`src/hdl/sequential_list_engine_macros.svh`:
```
// ----------------------------------------------------------------------------
// Sequential list engine assertion macros
// Shared shorthand for clocked, reset-qualified concurrent assertions.
// ----------------------------------------------------------------------------
`ifndef SEQUENTIAL_LIST_ENGINE_MACROS_SVH
`define SEQUENTIAL_LIST_ENGINE_MACROS_SVH

// A property that must hold at every clock edge outside reset.
`define SLE_ASSERT_ALWAYS(lbl, prop, msg) \
  lbl: assert property (@(posedge clk) disable iff (rst) (prop)) else $error(msg);

// A condition that must be followed by another on the next clock edge.
`define SLE_ASSERT_NEXT(lbl, trig, cons, msg) \
  lbl: assert property (@(posedge clk) disable iff (rst) (trig) |=> (cons)) else $error(msg);

`endif

```
`src/hdl/sle_pkg.sv`:
```
// ----------------------------------------------------------------------------
// Sequential list engine package
// Beat types, mode codes and default sizes for the list engine.
// ----------------------------------------------------------------------------
`timescale 1ns / 1ps

package sle_pkg;

  localparam int DATA_W        = 32;
  localparam int POS_W         = 8;
  localparam int CNT_W         = 8;
  localparam int MODE_W        = 3;
  localparam int DEPTH_DEFAULT = 32;

  localparam logic [MODE_W-1:0] MODE_INSERT = 3'd0;
  localparam logic [MODE_W-1:0] MODE_CHANGE = 3'd1;
  localparam logic [MODE_W-1:0] MODE_GET    = 3'd2;
  localparam logic [MODE_W-1:0] MODE_LOCATE = 3'd3;
  localparam logic [MODE_W-1:0] MODE_CLEAR  = 3'd4;

  typedef struct packed {
    logic [MODE_W-1:0]        mode;
    logic [POS_W-1:0]         position;
    logic signed [DATA_W-1:0] value;
  } req_t;

  typedef struct packed {
    logic                     ok;
    logic signed [DATA_W-1:0] read_value;
    logic [CNT_W-1:0]         found_position;
    logic [CNT_W-1:0]         count;
  } rsp_t;

endpackage

```
`src/hdl/sequential_list_engine.sv`:
```
// ----------------------------------------------------------------------------
// Sequential list engine
// Ordered list of signed 32-bit values held in a memory with one read and one
// write port, with insert, change, get, locate and clear requests.
// ----------------------------------------------------------------------------
//
//  Channel | Direction | Handshake            | Payload
//  --------+-----------+----------------------+------------------------------
//  req     | in        | req_valid/req_stall  | mode, position, value
//  rsp     | out       | rsp_valid/rsp_stall  | ok, read_value, found_position,
//          |           |                      | count
//
// Each request beat produces exactly one response beat. Clear, change, an
// append at the tail and failed requests go from acceptance straight to the
// done state, get passes through the get state, locate walks the entries in
// the scan state and any other insert walks the shift state and then the put
// state, the insert walk being paced by one memory read and one write per cycle.
// Reset clears the element count and the control state; the memory contents
// are left alone, as only entries below the count are ever used.
// A stalled response does not block the next request: the engine runs it and
// then holds its result until the response register has been emptied.
// ----------------------------------------------------------------------------
`timescale 1ns / 1ps

module sequential_list_engine
  import sle_pkg::*;
#(
  parameter int DEPTH = DEPTH_DEFAULT
) (
  input  logic clk,
  input  logic rst,
  input  logic req_valid,
  output logic req_stall,
  input  req_t req,
  output logic rsp_valid,
  input  logic rsp_stall,
  output rsp_t rsp
);

  `include "sequential_list_engine_macros.svh"

  localparam int AW = $clog2(DEPTH);

  // One-hot sequencer states.
  typedef enum logic [5:0] {
    S_IDLE  = 6'b000001,
    S_GET   = 6'b000010,
    S_SCAN  = 6'b000100,
    S_SHIFT = 6'b001000,
    S_PUT   = 6'b010000,
    S_DONE  = 6'b100000
  } state_t;

  state_t state, state_next;

  // The request being worked on, the element count and the walk index.
  req_t             cur;
  logic [CNT_W-1:0] count, count_next;
  logic [AW-1:0]    idx, idx_next;
  rsp_t             res, res_next;
  logic             rsp_valid_next;
  rsp_t             rsp_next;

  // Element memory with a registered read port.
  logic signed [DATA_W-1:0] mem [DEPTH];
  logic                     mem_we;
  logic [AW-1:0]            mem_waddr;
  logic signed [DATA_W-1:0] mem_wdata;
  logic [AW-1:0]            mem_raddr;
  logic signed [DATA_W-1:0] mem_rdata;

  logic req_fire;
  logic rsp_free;
  logic pos_in_list;
  logic pos_insertable;

  assign req_stall = (state != S_IDLE);
  assign req_fire  = req_valid && !req_stall;
  assign rsp_free  = !rsp_valid || !rsp_stall;

  // A position names an existing entry when it lies in 1..count; an insert
  // may also append at count + 1, provided the store still has room.
  assign pos_in_list    = (req.position != '0) && (req.position <= count);
  assign pos_insertable = (req.position != '0)
                       && ({1'b0, req.position} <= ({1'b0, count} + 9'd1))
                       && (count < CNT_W'(DEPTH));

  always_ff @(posedge clk) begin
    if (mem_we) begin
      mem[mem_waddr] <= mem_wdata;
    end
    mem_rdata <= mem[mem_raddr];
  end

  always_comb begin
    state_next     = state;
    count_next     = count;
    idx_next       = idx;
    res_next       = res;
    rsp_valid_next = rsp_valid && rsp_stall;
    rsp_next       = rsp;
    mem_we         = 1'b0;
    mem_waddr      = '0;
    mem_wdata      = req.value;
    mem_raddr      = '0;

    case (state)
      S_IDLE: begin
        if (req_fire) begin
          res_next   = '0;
          state_next = S_DONE;
          case (req.mode)
            MODE_INSERT: begin
              if (pos_insertable) begin
                if ({1'b0, req.position} == ({1'b0, count} + 9'd1)) begin
                  // Appending at the tail needs no shift.
                  mem_we      = 1'b1;
                  mem_waddr   = AW'(req.position - 8'd1);
                  count_next  = count + 8'd1;
                  res_next.ok = 1'b1;
                end else begin
                  // Walk down from the last entry, moving each one up a slot.
                  mem_raddr  = AW'(count - 8'd1);
                  idx_next   = AW'(count - 8'd1);
                  state_next = S_SHIFT;
                end
              end
            end
            MODE_CHANGE: begin
              if (pos_in_list) begin
                mem_we      = 1'b1;
                mem_waddr   = AW'(req.position - 8'd1);
                res_next.ok = 1'b1;
              end
            end
            MODE_GET: begin
              if (pos_in_list) begin
                mem_raddr  = AW'(req.position - 8'd1);
                state_next = S_GET;
              end
            end
            MODE_LOCATE: begin
              if (count != '0) begin
                mem_raddr  = '0;
                idx_next   = '0;
                state_next = S_SCAN;
              end
            end
            MODE_CLEAR: begin
              count_next  = '0;
              res_next.ok = 1'b1;
            end
            default: begin
              res_next.ok = 1'b0;
            end
          endcase
        end
      end

      S_GET: begin
        res_next.ok         = 1'b1;
        res_next.read_value = mem_rdata;
        state_next          = S_DONE;
      end

      S_SCAN: begin
        // mem_rdata holds entry idx; the next entry is fetched alongside.
        mem_raddr = AW'(idx + 1'b1);
        if (mem_rdata == cur.value) begin
          res_next.ok             = 1'b1;
          res_next.found_position = CNT_W'(idx) + 8'd1;
          state_next              = S_DONE;
        end else if ((CNT_W'(idx) + 8'd1) == count) begin
          state_next = S_DONE;
        end else begin
          idx_next = AW'(idx + 1'b1);
        end
      end

      S_SHIFT: begin
        mem_we    = 1'b1;
        mem_waddr = AW'(idx + 1'b1);
        mem_wdata = mem_rdata;
        if (CNT_W'(idx) == (cur.position - 8'd1)) begin
          state_next = S_PUT;
        end else begin
          mem_raddr = AW'(idx - 1'b1);
          idx_next  = AW'(idx - 1'b1);
        end
      end

      S_PUT: begin
        mem_we      = 1'b1;
        mem_waddr   = AW'(cur.position - 8'd1);
        mem_wdata   = cur.value;
        count_next  = count + 8'd1;
        res_next.ok = 1'b1;
        state_next  = S_DONE;
      end

      S_DONE: begin
        if (rsp_free) begin
          rsp_valid_next = 1'b1;
          rsp_next       = res;
          rsp_next.count = count;
          state_next     = S_IDLE;
        end
      end

      default: begin
        state_next = S_IDLE;
      end
    endcase
  end

  always_ff @(posedge clk) begin
    if (rst) begin
      state     <= S_IDLE;
      count     <= '0;
      rsp_valid <= 1'b0;
    end else begin
      state     <= state_next;
      count     <= count_next;
      rsp_valid <= rsp_valid_next;
    end
  end

  always_ff @(posedge clk) begin
    if (req_fire) begin
      cur <= req;
    end
    idx <= idx_next;
    res <= res_next;
    rsp <= rsp_next;
  end

  `SLE_ASSERT_ALWAYS(a_count_range, count <= CNT_W'(DEPTH), "element count above depth")
  `SLE_ASSERT_ALWAYS(a_shift_in_list, (state != S_SHIFT) || (CNT_W'(idx) < count),
    "shift source beyond the list")
  `SLE_ASSERT_ALWAYS(a_write_state,
    !mem_we || (state == S_IDLE) || (state == S_SHIFT) || (state == S_PUT),
    "memory write outside a writing state")
  `SLE_ASSERT_NEXT(a_done_loads, (state == S_DONE) && rsp_free,
    rsp_valid && (state == S_IDLE), "finished result not moved to the response")

endmodule
```
`config.mk`:
```
export PLATFORM = sky130hd
export DESIGN_NAME = sequential_list_engine
export DESIGN_NICKNAME = d
export VERILOG_FILES = /design/src/hdl/sle_pkg.sv /design/src/hdl/sequential_list_engine.sv
export VERILOG_INCLUDE_DIRS = /design/src /design/src/hdl
export SDC_FILE = /design/constraint.sdc
export NUM_CORES = 2
export LEC_CHECK = 0
export ABC_CLOCK_PERIOD_IN_PS = 16100
export BUFFER_PORTS_ARGS = -buffer_cell sky130_fd_sc_hd__buf_2
export CORE_MARGIN = 2
export CORE_UTILIZATION = 55
export DETAILED_ROUTE_END_ITERATION = 8
export GPL_ROUTABILITY_DRIVEN = 1
export PLACE_DENSITY = 0.71
export SYNTH_ARGS = -nofsm -noshare
export SYNTH_HDL_FRONTEND = slang
export SYNTH_SLANG_ARGS = --single-unit
```
`constraint.sdc`:
```
create_clock -name clk -period 16.1 [get_ports clk]
set_input_delay 1.61 -clock clk [delete_from_list [all_inputs] [get_ports clk]]
set_output_delay 1.61 -clock clk [all_outputs]
set_load 0.005 [all_outputs]
```
* Word level (Yosys, flattened, before mapping)
Memories as Yosys holds them, arrays and structs flattened. A register that Yosys moved wholly into a read port is not among the register bits.
Cells that the tools add are included.
** Storage, ports and cells
- Flip-flop bits (word level) :: 150
- Bits in writable memories :: 1024
- Bits of input ports :: 47
- Output and inout port bits :: 51
- Memories :: 1
** Operators by class
- $add $sub $neg :: 8
- Order comparisons :: 3
- Equal/unequal tests :: 29
- Mux-type cells :: 55
- Reduce and logical (&&, ||, !) cells :: 26
** Memories
- mem :: depth 32, bits a word 32, rd ports 1, clocked after memory_dff 1, write ports 1, RTL line sequential_list_engine.sv:65 : logic signed [DATA_W-1:0] mem [DEPTH];
** Operators with widths (number)
- $pmux W32 S2 :: 2
- $mux W5 :: 15
- $mux W6 :: 9
- $mux W49 :: 1
- $pmux W8 S2 :: 3
- $pmux W5 S3 :: 3
- $eq A32 B32 Y1 :: 1
- $mux W8 :: 4
- $pmux W5 S2 :: 3
- $pmux W6 S5 :: 1
- $pmux W6 S3 :: 1
- $reduce_bool A8 Y1 :: 2
- $ne A3 B3 Y1 const B :: 5
- $sub A5 B1 Y5 const B :: 3
- $ne A2 B2 Y1 const B :: 7
- $add A8 B1 Y9 const B :: 1
- $eq A8 B9 Y1 :: 1
- $le A8 B9 Y1 :: 1
- $mux W1 :: 9
- $reduce_and A9 Y1 :: 1
- $add A8 B1 Y8 const B :: 1
- $eq A5 B8 Y1 :: 1
- $eq A6 B8 Y1 :: 1
- $le A8 B8 Y1 :: 1
- 28 further kinds :: 44

* Depth between registers and ports, before layout
- Word-level depth :: 10
- Depth in mapped cells :: 20
- Depth with buffers taken out :: 15

* Least setup slack after synthesis
Ideal clock, no wire load.
- Kind :: input -> register
- Start point :: in req[33] (netlist name)
- End point :: mem mem[12][0] (enable)
- Setup time :: 0.421 ns
- Arrival time :: 5.576 ns
- Required time :: 15.679 ns
- Slack :: 10.103 ns
- Cell stages on the path :: 13
- Path buffers :: 2
- Cell sequence :: ha_1 nor2b_1 o211ai_1 nor4bb_1 nor2_1 nor2_1 mux2i_1 or4_1 clkbuf_1 nand2_1 or3b_2 clkbuf_1 nor2_1
** Between the ends
- Word-level cells in the longest chain between the ends :: 9
- Elaborated cells on any way between the ends :: 22
- Those cells by class :: add/sub (1); order compare (2); eq/ne (1); mux (14); reduce/logical (4)
** Ends and longest elaborated chain
- from (decl) :: RTL line sequential_list_engine.sv:34 : input req_t req,
- $le A8 B9 Y1 / $reduce_bool A8 Y1 (equally long branches) :: RTL line sequential_list_engine.sv:85, sequential_list_engine.sv:83, sequential_list_engine.sv:84
- $logic_and A1 B1 Y1 :: RTL line sequential_list_engine.sv:85 : && ({1'b0, req.position} <= ({1'b0, count} + 9'd1))
- $logic_and A1 B1 Y1 :: RTL line sequential_list_engine.sv:86 : && (count < CNT_W'(DEPTH));
- $mux W1 :: RTL line sequential_list_engine.sv:114 : if (pos_insertable) begin
- $pmux W1 S2 :: RTL line sequential_list_engine.sv:112 : case (req.mode)
- $mux W1 :: RTL line sequential_list_engine.sv:109 : if (req_fire) begin
- $pmux W1 S2 :: RTL line sequential_list_engine.sv:107 : case (state)
- $mux W1 :: RTL line sequential_list_engine.sv:89 : if (mem_we) begin
- $mux W1 (implied by the code) :: RTL line sequential_list_engine.sv:90 : mem[mem_waddr] <= mem_wdata;
- to (decl) :: RTL line sequential_list_engine.sv:65
Several ways; a longest one is shown, not always the timed one.

* Final worst setup path
- Start point :: reg count[0]
- End point :: reg mem_rdata[2] (read register of mem)
** Between the ends
- Word-level cells in the longest chain between the ends :: 8
- Elaborated cells on any way between the ends :: 15
- Those cells by class :: add/sub (2); order compare (3); eq/ne (1); mux (6); reduce/logical (3)
** Ends and longest elaborated chain
- from (decl) :: RTL line sequential_list_engine.sv:58 : logic [CNT_W-1:0] count, count_next;
- from (signal assigned) :: RTL line sequential_list_engine.sv:223 : count <= count_next;
- $add A8 B1 Y9 :: RTL line sequential_list_engine.sv:85, sequential_list_engine.sv:115
- $le A8 B9 Y1 :: RTL line sequential_list_engine.sv:85
- $logic_and A1 B1 Y1 :: RTL line sequential_list_engine.sv:85
- $logic_and A1 B1 Y1 :: RTL line sequential_list_engine.sv:86
- $mux W5 :: RTL line sequential_list_engine.sv:114
- $pmux W5 S2 * :: RTL line sequential_list_engine.sv:112
- $mux W5 * :: RTL line sequential_list_engine.sv:109
- $pmux W5 S3 * :: RTL line sequential_list_engine.sv:107
- to (decl) :: RTL line sequential_list_engine.sv:70 : logic signed [DATA_W-1:0] mem_rdata;
Mark *: on every way between the ends. The rest lies on a longest branch, timed or not.
A chain may end at the register's enable or synchronous reset.

==> results.md <==
* Die Area at just over 0.09 mm²
* Rel. slew slack at 11.9%
* Initial antenna violation count at 5
* Clk_lat worst skew at ~0.70 ns
* CP bufs+invs at 4
* Top-area cell type share of the netlist area at between 70 and 80%
* CP dominant cell by count: buf_4
* Layout Nets at 3700
* Vias in the first global route at between 20k and 30k
* Clock root buffer: clkbuf_16
* GRT Total Usage at between 20% and 30%
* GR peak layer: met2
* Crit path cell chain: inv_1 > nor3_1 > nand3_1 > xnor2_1 > ha_1 > nand3_1 > a31o_2 > a31o_2 > nand3_2 > o221a_4 > buf_4 > buf_4 > buf_4 > mux2i_1 > mux2i_1 > o22ai_1 > a211oi_1 > o2111a_1
* Sequential area share after synthesis at between 70% and 80%
* Rows at 109
* RSZ-0062 raised after global routing: no
* Sequential Power Share at about 54%
* Worst Skew at between 0.02 and 0.025 ns
* Synth Instances at approximately 3.6k
* CTS buffer count at 115
* Number of synthesized register bits at 1202
* Top cells by area, synth: edfxtp_1 71%, nand2_1 7.1%, mux2i_1 3.8%
* EDFF count, synth at approximately 1.2k
* Top FF cell, synth: edfxtp_1
* Fmax at roughly 0.14 GHz
* Die H at about 300 µm
* Post-CTS setup buffer count at 0
* First-pass GRT wire length at 189000 µm
* Synth cell types at between 70 and 80
* Required @ worst endpoint at between 15 and 20 ns
* Sw frac at a little over a fifth
* Post-Synthesis Cell Area at roughly 0.049 mm²
* Max-slew violation count at 0
* Die width at about 300 µm
* Core Area at approximately 0.088 mm²
* Proportion of layout cells with a drive suffix above 1 at a little over a tenth
* CP Launch Type: register
* CTS tree: yes
* Total chip power at around 6.5 mW
* CP Class: register to register
* Largest net degree at the start of global routing at 207
* Net switching power at 1.35 mW
* GP Congestion at just under 0.9
* Area Growth Syn to Fin at 11.2%
* Drt drc at 0
* GR Util met2 at approximately 44%
* Final setup vio count at 0
* YS warnings at 0
* Hold Buf Count CTS at 0
* Clock slew seen by the registers of the worst setup and hold paths at about 0.060 ns
* Worst EP arrival at ~7.8 ns
* Final Hold Viols at 0
* CTS Sinks at ~1.2k
* TritonRoute pass-1 iters at 6
* Clk pwr share at a little over two fifths
* Via/cell ratio at 6.14
* Worst IR Drop VDD at between 0.00008 and 0.00009 V
* Setup TNS at 0 ns
* Number of I/O pins at about 100
* P per Cell Area at 119 mW/mm²
* Status: finished, final reports clean
* Port Buffers at 95
* Clk buf depth at 3
* Grt met1 use at 39.9%
* Setup crit end kind: register
* Number of max-cap violations at 0
* Leak at a little under 20 nW
* Slew @ Worst Pin at around 1.3 ns
* Antenna diode count at 0
* Max stage delay on crit path at roughly 0.90 ns
* CTS H-tree depth at 3
* WL final at roughly 130000 µm
* Post-CTS sizing at 0
* M3 GR Usage at under 10%
* Wire length per cell at roughly 26 µm
* Combinational power share at roughly 3.8%
* Worst-path fanout max at between 80 and 90
* Pint at approximately 5.1 mW
* Final min period at roughly 7.1 ns
* Largest area contributor in the netlist: edfxtp_1
* Synthesized area per cell at 13.7 µm²
* Most frequent cells in the layout: 1155 x edfxtp_1, 926 x nand2_1, 259 x nand3_1
* Ys async rst share at 0%
* Total number of vias at 30.0k
* Tcrit/Tclk final at ~44%
* Most common cell after layout, fill and taps aside: edfxtp_1
* Hold Crit Class: register to register
* Slowest stage cell, crit path: buf_4
* Detail Route Antenna Nets at 0
* Initial DRC Count at 3505
* Grt ovf at 0
* Fillcell total at 6545
* Cell family with most CP delay: buffers and inverters
* Post-DP HPWL at 69300 µm
* Initial Utilization at 55.3%
cells in the mapped netlist, types with 6 or more instances:
cell / n
a211oi_1: 29
a21oi_1: 62
a221oi_1: 8
a22oi_1: 60
a311oi_1: 8
a31oi_1: 29
and2_1: 32
and3_1: 95
buf_1: 17
buf_2: 88
buf_4: 17
buf_6: 20
clkbuf_1: 67
dfxtp_1: 47
edfxtp_1: 1155
ha_1: 23
inv_1: 24
mux2i_1: 185
nand2_1: 926
nand3_1: 260
nand4_1: 23
nor2_1: 70
nor3_1: 37
nor3b_1: 6
nor4_1: 15
o2111a_1: 28
o21ai_0: 38
o22ai_1: 33
or2_2: 7
or3_1: 6
xnor2_1: 22
xor2_1: 41
state kept, by name, indices dropped and copies added (netlist names):
signal	cells
rsp_valid	1
state	6
idx	5
res	39
mem	1024
cur	40
mem_rdata	32
count	8
rsp	47
cell families after synthesis:
kind of cell / count (synthesis) / share of synthesized area, %
simple gates: 1514 / 13.8
flops: 1202 / 73.1
xor+xnor: 65 / 1.23
other cells: 1 / 0.00770
compound gates: 341 / 5.00
fa+ha+maj: 23 / 0.591
buf+inv: 234 / 2.47
mux: 185 / 3.80
final timing paths:
check	endpoint	depth (start not counted)	slack [ns]	from
worst max-delay path	mem_rdata[2]	18	8.95	count[0]
worst min-delay path	rsp[8]	0	0.42	res[8]
worst max register to register	mem_rdata[2]	18	8.95	count[0]
worst min register to register	rsp[8]	0	0.42	res[8]
routing by layer:
metal  share of wire [%]  vias to the layer above  routed length, µm
met5               0.030                        -                 39
met4                 3.1                        6               3960
met3                  11                      270              14000
met2                  46                     1626              59500
met1                  40                    14800              51700
li1                    -                    13300                  -
through the flow:
step                      cell area (µm²)  setup slack, ns  cells  util [%]  hold slack, ns
after floorplan                     48700            10.10   3566         -           0.400
after global placement              50400             8.75   4678      57.2           0.402
after detailed placement            50400             8.64   4678      57.2           0.405
after CTS                           54200             9.02   4890      61.5           0.419
after global routing                54200             8.48   4890      61.5           0.425
final                               54200             8.95   4890      61.5           0.417
power groups by stage:
| stage | combinational, mW | sequential, mW | clock [mW] |
|---|---|---|---|
| 2_1_floorplan | 0.150 | 3.55 | 0 |
| 4_1_cts | 0.241 | 3.50 | 2.73 |
| 6_report | 0.244 | 3.50 | 2.71 |
| 3_5_place_dp | 0.240 | 3.57 | 0 |
| 3_3_place_gp | 0.236 | 3.57 | 0 |
| 5_1_grt | 0.264 | 3.50 | 2.86 |
area by class of cell:
class                           count  area (µm²)  share of cell area (%)
Timing Repair Buffer              156         958                    1.77
Tap cell                         1165        1460                    2.69
Clock inverter                     59         676                    1.25
Sequential cell                  1202       35600                    65.8
Clock buffer                      153        3110                    5.75
Inverter                           25        93.8                   0.173
Multi-Input combinational cell   2130       12200                    22.6
Power figures use the tool's default switching activity.
